**src/cbm_pkg.sv**
```systemverilog
// Shared types and constants for the cartridge bank mapper with IRQ counter.
// Used by the top level, cbm_regs and cbm_map; depends on nothing.
package cbm_pkg;

  localparam int unsigned OFS_W = 18;

  typedef enum logic [1:0] {
    FUNC_CPU_WR = 2'd0,
    FUNC_CPU_RD = 2'd1,
    FUNC_PPU_RD = 2'd2,
    FUNC_TICK   = 2'd3
  } func_t;

  typedef enum logic [1:0] {
    CFG_SWAP_A0_A1   = 2'd0,
    CFG_PRG_ROM_MASK = 2'd1,
    CFG_CHR_ROM_MASK = 2'd2
  } cfg_reg_t;

  // Register decode addresses.
  localparam logic [15:0] REG_PRG16     = 16'h8000;
  localparam logic [15:0] REG_MODE      = 16'hB003;
  localparam logic [15:0] REG_PRG8      = 16'hC000;
  localparam logic [15:0] REG_CHR_LO    = 16'hD000;
  localparam logic [15:0] REG_CHR_HI    = 16'hE000;
  localparam logic [15:0] REG_IRQ_RLD   = 16'hF000;
  localparam logic [15:0] REG_IRQ_CTRL  = 16'hF001;
  localparam logic [15:0] REG_IRQ_ACK   = 16'hF002;

  localparam logic [2:0]  RAM_WINDOW    = 3'b011;   // 0x6000-0x7FFF
  localparam logic [17:0] PRG_FIXED_SUB = 18'h01FFF;
  localparam logic [17:0] OFS_MASK_RST  = 18'h3FFFF;

  localparam logic [9:0]  PRESCALE_RELOAD = 10'd341;
  localparam logic [9:0]  PRESCALE_STEP   = 10'd3;
  localparam logic [9:0]  PRESCALE_WRAP   = PRESCALE_RELOAD - PRESCALE_STEP;
  localparam logic [7:0]  COUNT_LAST      = 8'hFF;

  typedef struct packed {
    func_t       func;
    logic [15:0] address;
    logic [7:0]  write_data;
  } in_item_t;

  typedef struct packed {
    logic             from_rom;
    logic [OFS_W-1:0] rom_offset;
    logic [7:0]       read_data;
    logic             irq;
    logic [1:0]       mirroring;
  } out_item_t;

  // Banking state seen by the address mapper.
  typedef struct packed {
    logic [3:0]      prg16_bank;
    logic [4:0]      prg8_bank;
    logic [7:0][7:0] chr_bank;
    logic [1:0]      banking_mode;
    logic            ram_enabled;
  } bank_state_t;

  // Mapper answer for one item.
  typedef struct packed {
    logic             from_rom;
    logic [OFS_W-1:0] rom_offset;
    logic             ram_rd;
    logic             ram_we;
  } map_res_t;

endpackage

```
**src/cbm_map.sv**
```systemverilog
// Address mapper: turns a read into a PRG/CHR ROM offset or a work RAM read, and a write into a work RAM write.
// Depends on cbm_pkg; instantiated by the top level.
module cbm_map (
  input  cbm_pkg::in_item_t    item,
  input  cbm_pkg::bank_state_t bank,
  input  logic [17:0]          prg_rom_mask,
  input  logic [17:0]          chr_rom_mask,
  output cbm_pkg::map_res_t    res
);
  import cbm_pkg::*;

  logic [15:0] a;
  logic        is_ram;
  logic [2:0]  slot;
  logic [2:0]  chr_idx;
  logic [7:0]  chr_sel;

  assign a      = item.address;
  assign is_ram = (a[15:13] == RAM_WINDOW);
  assign slot   = a[12:10];

  always_comb begin
    unique case (bank.banking_mode)
      2'd0:    chr_idx = slot;
      2'd1:    chr_idx = {1'b0, slot[2:1]};
      default: chr_idx = slot[2] ? {2'b10, slot[1]} : slot;
    endcase
  end

  assign chr_sel = bank.chr_bank[chr_idx];

  always_comb begin
    res.from_rom   = 1'b0;
    res.rom_offset = '0;
    res.ram_rd     = 1'b0;
    res.ram_we     = 1'b0;

    unique case (item.func)
      FUNC_CPU_WR: begin
        res.ram_we = is_ram && bank.ram_enabled;
      end
      FUNC_CPU_RD: begin
        if (is_ram) begin
          res.ram_rd = bank.ram_enabled;
        end else if (a[15:14] == 2'b10) begin
          res.from_rom   = 1'b1;
          res.rom_offset = ({bank.prg16_bank, 14'd0} & prg_rom_mask) + {4'd0, a[13:0]};
        end else if (a[15:13] == 3'b110) begin
          res.from_rom   = 1'b1;
          res.rom_offset = ({bank.prg8_bank, 13'd0} & prg_rom_mask) + {5'd0, a[12:0]};
        end else if (a[15:13] == 3'b111) begin
          // Last 8 KB is fixed to the end of program ROM.
          res.from_rom   = 1'b1;
          res.rom_offset = prg_rom_mask - PRG_FIXED_SUB + {5'd0, a[12:0]};
        end
      end
      FUNC_PPU_RD: begin
        res.from_rom   = 1'b1;
        res.rom_offset = ({chr_sel, 10'd0} & chr_rom_mask) + {8'd0, a[9:0]};
      end
      FUNC_TICK: begin
        res.from_rom = 1'b0;
      end
    endcase
  end

endmodule
```
**config.mk**
```make
export PLATFORM = sky130hd
export DESIGN_NAME = cbm_map
export DESIGN_NICKNAME = d
export VERILOG_FILES = /design/src/cbm_pkg.sv /design/src/cbm_map.sv
export SDC_FILE = /design/constraint.sdc
export NUM_CORES = 1
export LEC_CHECK = 0
export ABC_CLOCK_PERIOD_IN_PS = 3800
export BUFFER_PORTS_ARGS = -buffer_cell sky130_fd_sc_hd__buf_2
export CAP_MARGIN = 25
export CORE_ASPECT_RATIO = 0.8
export CORE_MARGIN = 5
export CORE_UTILIZATION = 44
export DETAILED_ROUTE_END_ITERATION = 10
export PLACE_DENSITY = 0.91
export SLEW_MARGIN = 5
export SYNTH_ARGS = -nofsm -noshare
export SYNTH_HDL_FRONTEND = slang
export SYNTH_SLANG_ARGS = --single-unit
```
**constraint.sdc**
```tcl
create_clock -name vclk -period 3.8
set_clock_uncertainty 0.15 [all_clocks]
set_input_delay 0.57 -clock vclk [all_inputs]
set_output_delay 0.57 -clock vclk [all_outputs]
set_load 0.005 [all_outputs]
```
==> results_dict.tcl <==
set metrics [dict create \
    hp-class "input pin to output pin" \
    netlist-cell-type-count 60 \
    rsz0062_at_grt "false" \
    min_period_over_period_pct 94.59 \
    drc 0 \
    post_synth.cell_area_avg_um2 6.383 \
    ys_warn_count 0 \
    crit_top_cell "buf_2" \
    dr_total_vias 3554 \
    fillers 499 \
    critPathBufInv 3 \
    yosysMostFrequentCell "nand2_1" \
    critPathMaxFanout 5 \
    post-route-min-period_ps 3594 \
    setup_tns_ps 0 \
    critPathArrivalTime_ps 2870 \
    overflow 0 \
    drv_slew 0 \
    ir_drop_mv 0.07567 \
    syn2layout_area_growth_pct 30.13 \
    num-nets-final 643 \
    via_per_inst 6.485 \
    power_leakage_nw 1.420 \
    hold_violations 0 \
    ant_nets 0 \
    grt_pass1_wl_um 15020 \
    crit_family "compound AO/OA/AOI/OAI gates" \
    antennaDiodeCount 0 \
    relSlewSlack_pct 56.72 \
    synth-seq-area-share_pct 0 \
    worst_slew_pin_slew_ps 646.7 \
    synth.area.top_cells "ha_1, mux2i_1, a21oi_1, nand2_1, o21ai_0" \
    wl_per_cell_um 18.06 \
    synth_top_cell_area_share_pct 8.593 \
    max_freq_mhz 278.2 \
    start_kind "input pin" \
    fin_area_um2 3032 \
    io_buffer_count 141 \
    syn_inst 365 \
    cp_slowest_stage_delay_ps 420 \
    setup_violations 0 \
    coreArea_um2 5065 \
    drt_iter0_markers 520 \
    drive_above_1_share_pct 32.10 \
    status "finished clean" \
    placed_area_um2 3032 \
    dpl.hpwl_um 7991 \
    regArea_um2 0 \
    grt_usage_pct 26.00 \
    max_cap_violations 0 \
    die_w_um 91.36 \
    place_congestion 0.9682 \
    syn-num-nets 520 \
    initial_core_util_pct 46.00 \
    yosysTopAreaCell "ha_1" \
    crit_required_ps 3080 \
    fp.dieArea_um2 6859 \
    cpMaxStageDelayCell "fa_1" \
    netlist_area_um2 2330 \
    synth_common_cells "nand2_1, nor2_1, a21oi_1, o21ai_0, nand3_1" \
    io_pins 159 \
    dr.pass1.iters 5 \
    path_cells "buf_2 -> inv_1 -> ha_1 -> fa_1 -> nor2b_1 -> o31a_1 -> o21ai_0 -> a311o_1 -> mux2_2 -> nand4_1 -> buf_2" \
    cts_setup_buffers 0 \
    hold_buffers 0 \
    num_rows 23 \
    whs_ps 1320 \
    seq_cells 0 \
    finalPower_w 0.0003683 \
    nClkBuffers 0 \
    crit_type "input pin to output pin" \
    post_cts_resize_count 0 \
    power_density_nw_per_um2 121.5 \
    grt_pass1_vias 3138 \
    totalWireLength_um 9896 \
    fp.dieH_um 75.09 \
    critPathCaptureType "output pin" \
    grt_start_max_net_pins 30 \
    antenna_found_initial 0 \
]
==> metrics by stage <==
step | instances | setup slack, ps | util (%)
3_3_place_gp | 548 | 338.9 | 59.86
2_1_floorplan | 365 | 734.4 | -
3_5_place_dp | 548 | 264.1 | 59.86
5_1_grt | 548 | 109.3 | 59.86
4_1_cts | 548 | 256.7 | 59.86
6_report | 548 | 205.7 | 59.86
==> logic make-up after synthesis <==
family          after synthesis  synth area share, %
simple gates                151                33.41
xor+xnor                      2               0.7520
fa+ha+maj                    17                9.452
mux                          20                9.667
compound gates              136                39.37
buf+inv                      39                7.357
==> final timing paths <==
check,start,depth (start not counted),to,slack [ps]
max,item[8],11,res[16],210
min,item[11],4,res[5],1320
==> placed cells by master (no fill, tap or decap), types with 3 or more instances in the layout <==
cell type	instances
mux2i_1	15
nand3_1	19
o31a_1	3
nor2_1	32
nor3b_1	4
a21oi_1	29
and2_1	7
ha_1	16
a21o_1	3
buf_4	5
a211oi_1	5
nor2b_1	5
nor3_1	8
o21a_1	7
a31oi_1	16
o21ai_0	25
o221ai_1	5
or3_1	4
nand4_1	10
a22oi_1	5
o31ai_1	4
nand2_1	36
buf_2	141
o2111ai_1	5
nand2b_1	6
o211ai_1	9
inv_1	14
and3_1	4
==> final cells by class <==
| class | count | area [um2] | area share, % |
|---|---|---|---|
| inverters | 14 | 52.55 | 1.733 |
| multi-input cells | 326 | 2158 | 71.19 |
| well taps | 62 | 77.57 | 2.559 |
| repair buffers | 146 | 743.2 | 24.52 |
==> power breakdown <==
part           internal [W]  total (W)  switching (W)
Sequential                0          0              0
Combinational      0.000157   0.000368       0.000212
Clock                     0          0              0
==> layer usage <==
metal / track usage, % / vias up / part of all wire (%)
li1: - / 1665 / -
met1: 36.61 / 1623 / 42
met2: 43.36 / 248 / 46
met3: 3.097 / 18 / 12
met4: 4.886 / 0 / 1.2
met5: 0 / - / 0
Power figures use the tool's default switching activity.
