[config.mk]
export PLATFORM = sky130hd
export DESIGN_NAME = cbm_regs
export DESIGN_NICKNAME = d
export VERILOG_FILES = /design/src/cbm_pkg.sv /design/src/cbm_regs.sv
export SDC_FILE = /design/constraint.sdc
export NUM_CORES = 1
export LEC_CHECK = 0
export BUFFER_PORTS_ARGS = -buffer_cell sky130_fd_sc_hd__buf_2
export CORE_UTILIZATION = 51
export CTS_CLUSTER_DIAMETER = 60
export DETAILED_ROUTE_END_ITERATION = 7
export PLACE_DENSITY = 0.76
export RECOVER_POWER = 25
export SKIP_CTS_REPAIR_TIMING = 1
export SYNTH_ARGS = -nofsm -noshare
export SYNTH_HDL_FRONTEND = slang
export SYNTH_SLANG_ARGS = --single-unit
[constraint.sdc]
create_clock -name clk -period 2.7 [get_ports clk]
set_input_delay 0.405 -clock clk [delete_from_list [all_inputs] [get_ports clk]]
set_output_delay 0.405 -clock clk [all_outputs]
set_load 0.01 [all_outputs]
[src/cbm_pkg.sv]
// Shared types and constants for the cartridge bank mapper with IRQ counter.
// Used by the top level, cbm_regs and cbm_map; depends on nothing.
package cbm_pkg;

  localparam int unsigned OFS_W = 18;

  typedef enum logic [1:0] {
    FUNC_CPU_WR = 2'd0,
    FUNC_CPU_RD = 2'd1,
    FUNC_PPU_RD = 2'd2,
    FUNC_TICK   = 2'd3
  } func_t;

  typedef enum logic [1:0] {
    CFG_SWAP_A0_A1   = 2'd0,
    CFG_PRG_ROM_MASK = 2'd1,
    CFG_CHR_ROM_MASK = 2'd2
  } cfg_reg_t;

  // Register decode addresses.
  localparam logic [15:0] REG_PRG16     = 16'h8000;
  localparam logic [15:0] REG_MODE      = 16'hB003;
  localparam logic [15:0] REG_PRG8      = 16'hC000;
  localparam logic [15:0] REG_CHR_LO    = 16'hD000;
  localparam logic [15:0] REG_CHR_HI    = 16'hE000;
  localparam logic [15:0] REG_IRQ_RLD   = 16'hF000;
  localparam logic [15:0] REG_IRQ_CTRL  = 16'hF001;
  localparam logic [15:0] REG_IRQ_ACK   = 16'hF002;

  localparam logic [2:0]  RAM_WINDOW    = 3'b011;   // 0x6000-0x7FFF
  localparam logic [17:0] PRG_FIXED_SUB = 18'h01FFF;
  localparam logic [17:0] OFS_MASK_RST  = 18'h3FFFF;

  localparam logic [9:0]  PRESCALE_RELOAD = 10'd341;
  localparam logic [9:0]  PRESCALE_STEP   = 10'd3;
  localparam logic [9:0]  PRESCALE_WRAP   = PRESCALE_RELOAD - PRESCALE_STEP;
  localparam logic [7:0]  COUNT_LAST      = 8'hFF;

  typedef struct packed {
    func_t       func;
    logic [15:0] address;
    logic [7:0]  write_data;
  } in_item_t;

  typedef struct packed {
    logic             from_rom;
    logic [OFS_W-1:0] rom_offset;
    logic [7:0]       read_data;
    logic             irq;
    logic [1:0]       mirroring;
  } out_item_t;

  // Banking state seen by the address mapper.
  typedef struct packed {
    logic [3:0]      prg16_bank;
    logic [4:0]      prg8_bank;
    logic [7:0][7:0] chr_bank;
    logic [1:0]      banking_mode;
    logic            ram_enabled;
  } bank_state_t;

  // Mapper answer for one item.
  typedef struct packed {
    logic             from_rom;
    logic [OFS_W-1:0] rom_offset;
    logic             ram_rd;
    logic             ram_we;
  } map_res_t;

endpackage

[src/cbm_regs.sv]
// Mapper register file and scanline/cycle IRQ counter.
// Depends on cbm_pkg; instantiated by the top level.
module cbm_regs (
  input  logic                clk,
  input  logic                rst_n,
  input  logic                adv,
  input  cbm_pkg::in_item_t   item,
  input  logic                swap_a0_a1,
  output cbm_pkg::bank_state_t bank,
  output logic                irq_nxt,
  output logic [1:0]          mirror_nxt
);
  import cbm_pkg::*;

  logic [3:0]      prg16_r, prg16_nxt;
  logic [4:0]      prg8_r, prg8_nxt;
  logic [7:0][7:0] chr_r, chr_nxt;
  logic [1:0]      mode_r, mode_nxt;
  logic [1:0]      mirror_r;
  logic            ram_en_r, ram_en_nxt;
  logic [7:0]      reload_r, reload_nxt;
  logic [7:0]      count_r, count_nxt;
  logic [9:0]      prescale_r, prescale_nxt;
  logic            armed_r, armed_nxt;
  logic            rearm_r, rearm_nxt;
  logic            cycle_r, cycle_nxt;
  logic            pending_r;

  logic [15:0] t;
  logic        is_ram;
  logic        do_step;
  logic [7:0]  d;

  // Register decode sees A0 and A1 swapped on the variant board.
  assign t      = swap_a0_a1 ? {item.address[15:2], item.address[0], item.address[1]}
                             : item.address;
  assign is_ram = (item.address[15:13] == RAM_WINDOW);
  assign d      = item.write_data;

  always_comb begin
    prg16_nxt    = prg16_r;
    prg8_nxt     = prg8_r;
    chr_nxt      = chr_r;
    mode_nxt     = mode_r;
    mirror_nxt   = mirror_r;
    ram_en_nxt   = ram_en_r;
    reload_nxt   = reload_r;
    count_nxt    = count_r;
    prescale_nxt = prescale_r;
    armed_nxt    = armed_r;
    rearm_nxt    = rearm_r;
    cycle_nxt    = cycle_r;
    irq_nxt      = pending_r;
    do_step      = 1'b0;

    if (item.func == FUNC_CPU_WR && !is_ram) begin
      if (t[15:2] == REG_PRG16[15:2]) begin
        prg16_nxt = d[3:0];
      end else if (t[15:2] == REG_PRG8[15:2]) begin
        prg8_nxt = d[4:0];
      end else if (t == REG_MODE) begin
        mode_nxt   = d[1:0];
        mirror_nxt = d[3:2];
        ram_en_nxt = d[7];
      end else if (t[15:2] == REG_CHR_LO[15:2]) begin
        chr_nxt[{1'b0, t[1:0]}] = d;
      end else if (t[15:2] == REG_CHR_HI[15:2]) begin
        chr_nxt[{1'b1, t[1:0]}] = d;
      end else if (t == REG_IRQ_RLD) begin
        reload_nxt = d;
      end else if (t == REG_IRQ_CTRL) begin
        irq_nxt      = 1'b0;
        rearm_nxt    = d[0];
        armed_nxt    = d[1];
        cycle_nxt    = d[2];
        count_nxt    = reload_r;
        prescale_nxt = PRESCALE_RELOAD;
      end else if (t == REG_IRQ_ACK) begin
        irq_nxt   = 1'b0;
        armed_nxt = rearm_r;
      end
    end else if (item.func == FUNC_TICK && armed_r) begin
      if (cycle_r) begin
        do_step = 1'b1;
      end else if (prescale_r <= PRESCALE_STEP) begin
        prescale_nxt = prescale_r + PRESCALE_WRAP;
        do_step      = 1'b1;
      end else begin
        prescale_nxt = prescale_r - PRESCALE_STEP;
      end
    end

    if (do_step) begin
      if (count_r == COUNT_LAST) begin
        irq_nxt   = 1'b1;
        count_nxt = reload_r;
      end else begin
        count_nxt = count_r + 8'd1;
      end
    end
  end

  always_ff @(posedge clk) begin
    if (!rst_n) begin
      prg16_r    <= '0;
      prg8_r     <= '0;
      chr_r      <= '0;
      mode_r     <= '0;
      mirror_r   <= '0;
      ram_en_r   <= 1'b0;
      reload_r   <= '0;
      count_r    <= '0;
      prescale_r <= '0;
      armed_r    <= 1'b0;
      rearm_r    <= 1'b0;
      cycle_r    <= 1'b0;
      pending_r  <= 1'b0;
    end else if (adv) begin
      prg16_r    <= prg16_nxt;
      prg8_r     <= prg8_nxt;
      chr_r      <= chr_nxt;
      mode_r     <= mode_nxt;
      mirror_r   <= mirror_nxt;
      ram_en_r   <= ram_en_nxt;
      reload_r   <= reload_nxt;
      count_r    <= count_nxt;
      prescale_r <= prescale_nxt;
      armed_r    <= armed_nxt;
      rearm_r    <= rearm_nxt;
      cycle_r    <= cycle_nxt;
      pending_r  <= irq_nxt;
    end
  end

  assign bank.prg16_bank   = prg16_r;
  assign bank.prg8_bank    = prg8_r;
  assign bank.chr_bank     = chr_r;
  assign bank.banking_mode = mode_r;
  assign bank.ram_enabled  = ram_en_r;

endmodule

==> results.rst <==
.. list-table::
   :header-rows: 1

   * - Metric
     - Value
   * - Distinct cell type count after synthesis
     - 59
   * - Sum of buffers and inverters on the critical path
     - 2
   * - Most common cell on crit path
     - buf_2
   * - Pre-Repair DR Iteration Count
     - 4
   * - Depth of the most critical reg-to-reg path
     - 6
   * - Capture instance of the worst register-to-register path
     - count_r[6]$_SDFFE_PN0P_
   * - Cell total after placement
     - 722
   * - Share of the yosys chip area belonging to registers
     - 0.451
   * - Detailed placer's ending HPWL
     - 8570 um
   * - # Max-Cap Violations
     - 0
   * - Final cycle utilization of the critical path
     - 0.969
   * - Worst vdd rail ir drop
     - 346 uV
   * - Net count, final
     - 656
   * - Count of final setup violators
     - 0
   * - Gate family responsible for the most delay along the worst path
     - simple AND/OR/NAND/NOR gates
   * - Launching element type of the critical path
     - input pin
   * - Worst min-delay path startpoint
     - rst_n
   * - Power per unit of standard cell area
     - 490 mW/mm2
   * - Total area of multi-input combinational cells
     - 0.00248 mm2
   * - Headroom to the max-slew limit
     - 0.476
   * - Average cell area after synthesis
     - 9.47 um2
   * - Synthesized Nets
     - 540
   * - Leading cell type in the layout, fill and taps excluded
     - dfxtp_1
   * - Initial Utilization
     - 0.524
   * - Global-route wire length before repair
     - 19800 um
   * - CP Data Required Time
     - 2300 ps
   * - Count of pins on the block boundary
     - 109
   * - Crit-path cells
     - buf_2 > or4b_2 > nor4_2 > and2_4 > mux2_2 > buf_2
   * - Worst Path Class, Setup
     - in -> out
   * - Synthesis-to-layout area growth
     - 20.5%
   * - Result of the run
     - finished clean
   * - Dominant register cell in the synthesized netlist
     - dfxtp_1
   * - Antenna violations before repair
     - 0
   * - Async SR Flop Fraction
     - 0
   * - Via-per-instance ratio
     - 5.64
   * - CP max-delay cell
     - or4b_2
   * - Top fanout value on the critical path
     - 3
   * - Final antenna diode count
     - 0
   * - Class of the most critical hold timing path
     - in -> reg
   * - Final global-route overflow total
     - 0
   * - Final instance area
     - 0.00577 mm2
   * - Critical register-to-register path startpoint
     - prescale_r[2]$_SDFFE_PN0P_
   * - Number of fill cells
     - 767
   * - Clock net sink count
     - 108
   * - Number of placement rows
     - 35
   * - Fraction of the core area covered by cells at the end of the flow
     - 0.631
   * - Worst hold endpoint
     - prescale_r[2]$_SDFFE_PN0P_
   * - Via count of the first global-routing pass
     - 4024
   * - Register cell area after layout
     - 0.00216 mm2
   * - Setup slack at placement
     - -47.3 ps
   * - Max incr delay on CP
     - 730 ps
   * - Measured slew at the worst slew-check pin
     - 786 ps
   * - Element type at the critical path end
     - output port
   * - Worst Clk Skew
     - 8.46 ps
   * - Reg clk slew, reported paths
     - 110 ps
   * - Number of input and output port buffers inserted
     - 108
   * - Die width
     - 98.9 um
   * - Die footprint
     - 0.00979 mm2
   * - Share of final-layout standard cells stronger than drive strength 1
     - 0.204
   * - Worst Hold Slack
     - 367 ps
   * - First-iteration detailed-routing DRC count
     - 193
   * - Total routing resource utilization after global routing
     - 0.255
   * - Commonest cells after routing, fill and taps aside
     - 108 x dfxtp_1, 97 x nor2_1, 87 x mux2i_1, 62 x buf_2, 46 x clkbuf_1
   * - Max-slew violations
     - 0
   * - Die Y
     - 98.9 um
   * - Static leakage power
     - 2.35 nW
   * - Number of CTS-inserted buffers
     - 9
   * - Wirelength, routed
     - 12200 um
   * - Crit path time final
     - 2620 ps
   * - Post-synthesis instance total
     - 506
   * - Via total after detailed routing
     - 4164
   * - Latest clock arrival within the worst-skew pair
     - 380 ps
   * - Final hold violation count
     - 0
   * - DRC Markers
     - 0
   * - Highest achievable clock rate
     - 0.382 GHz
   * - Non-filler instance count after layout
     - 738
   * - Setup repair after global routing missed its margin
     - no
   * - DP Area
     - 0.00561 mm2
   * - WHS Path Cells
     - 2
   * - YS warnings
     - 0
   * - Detail Route Antenna Nets
     - 0
   * - Clock Tree Root
     - clkbuf_8
   * - Setup slack of the critical path after layout
     - 83.5 ps
   * - TritonCTS clock tree
     - yes
   * - Slack of the worst reg-to-reg path
     - 610 ps
   * - Maximum buffer depth of the clock tree
     - 2
   * - Number of storage elements in the synthesis netlist
     - 108
   * - Number of enable-type register cells in the synthesized netlist
     - 0
   * - Cell Area, Synth
     - 0.00479 mm2
   * - Per-cell routed wire length
     - 16.5 um
   * - H-tree depth reported by CTS
     - 3
   * - Std-Cell Core Area
     - 0.00915 mm2
   * - Critical path data arrival time
     - 2210 ps
   * - Routability cong.
     - 0.917
   * - Largest net degree at the start of global routing
     - 53
[power breakdown]
part	internal [mW]	switching, mW	leakage, nW
Clock	0.377	0.638	0.103
Combinational	0.0695	0.141	1.38
Sequential	1.60	0.00670	0.870
Total	2.04	0.786	2.35
[cell usage after synthesis, types with 3 or more instances]
cell,instances,area [um2]
nand2_1,26,97.6
buf_1,4,15.0
o31ai_1,5,37.5
nor4_1,9,56.3
inv_1,4,15.0
and2_1,3,18.8
ha_1,4,50.1
mux2i_1,87,871
o21a_1,3,22.5
dfxtp_1,108,2160
nand4_1,7,43.8
a211oi_1,6,45.0
nand3_1,12,60.1
or4_1,4,30.0
nor4_4,6,128
a21oi_1,18,90.1
o21ai_0,6,30.0
clkbuf_1,23,86.3
a31oi_1,6,37.5
nor2_1,97,364
nor3_1,12,60.1
o211ai_1,3,22.5
o32ai_1,5,43.8
[through the flow]
| step | TNS, ps | total power, mW |
|---|---|---|
| 2_1_floorplan | 0 | 1.76 |
| 3_3_place_gp | 0 | 1.84 |
| 3_5_place_dp | -92.1 | 1.85 |
| 4_1_cts | -97.6 | 2.84 |
| 5_1_grt | 0 | 2.92 |
| 6_report | 0 | 2.83 |
[metal layers]
| metal | vias up | track usage | share of wire |
|---|---|---|---|
| li1 | 2048 | - | - |
| met1 | 1959 | 0.314 | 0.44 |
| met2 | 133 | 0.423 | 0.47 |
| met3 | 24 | 0.0688 | 0.072 |
| met4 | 0 | 0.0999 | 0.023 |
| met5 | - | 0 | 0 |
[state kept, by name, summed over array words and instances, names as in the netlist]
name	flops
bank	64
rearm_r	1
prg8_r	5
count_r	8
prescale_r	10
reload_r	8
mode_r	2
pending_r	1
armed_r	1
mirror_r	2
prg16_r	4
ram_en_r	1
cycle_r	1
[layout make-up]
class                      instances  area share
timing repair buffer             137       0.132
multi-input combinational        361       0.430
sequential                       108       0.374
clock inverter                     7      0.0147
clock buffer                       9      0.0215
tap                              111      0.0241
inverter                           5     0.00325
[worst max path at each step]
stage / depth (start not counted) / slack, ps / end / start
after CTS: 6 / -50 / mirror_nxt[0] / item[22]
after global routing: 6 / 10 / mirror_nxt[1] / item[22]
after floorplan: 5 / 210 / mirror_nxt[0] / item[22]
after global placement: 6 / 10 / mirror_nxt[0] / item[22]
final: 6 / 80 / mirror_nxt[0] / item[22]
after detailed placement: 6 / -50 / mirror_nxt[0] / item[22]
[cell families (layout without fill, tap and decap cells)]
kind of cell	after synthesis	after routing	share of synthesized area
compound gates	67	67	0.0971
xor+xnor	2	2	0.00366
fa+ha+maj	4	4	0.0104
buf+inv	37	158	0.0326
flops	108	108	0.451
mux	89	89	0.186
simple gates	199	199	0.219
No activity file was read; power rests on OpenSTA's default activity.
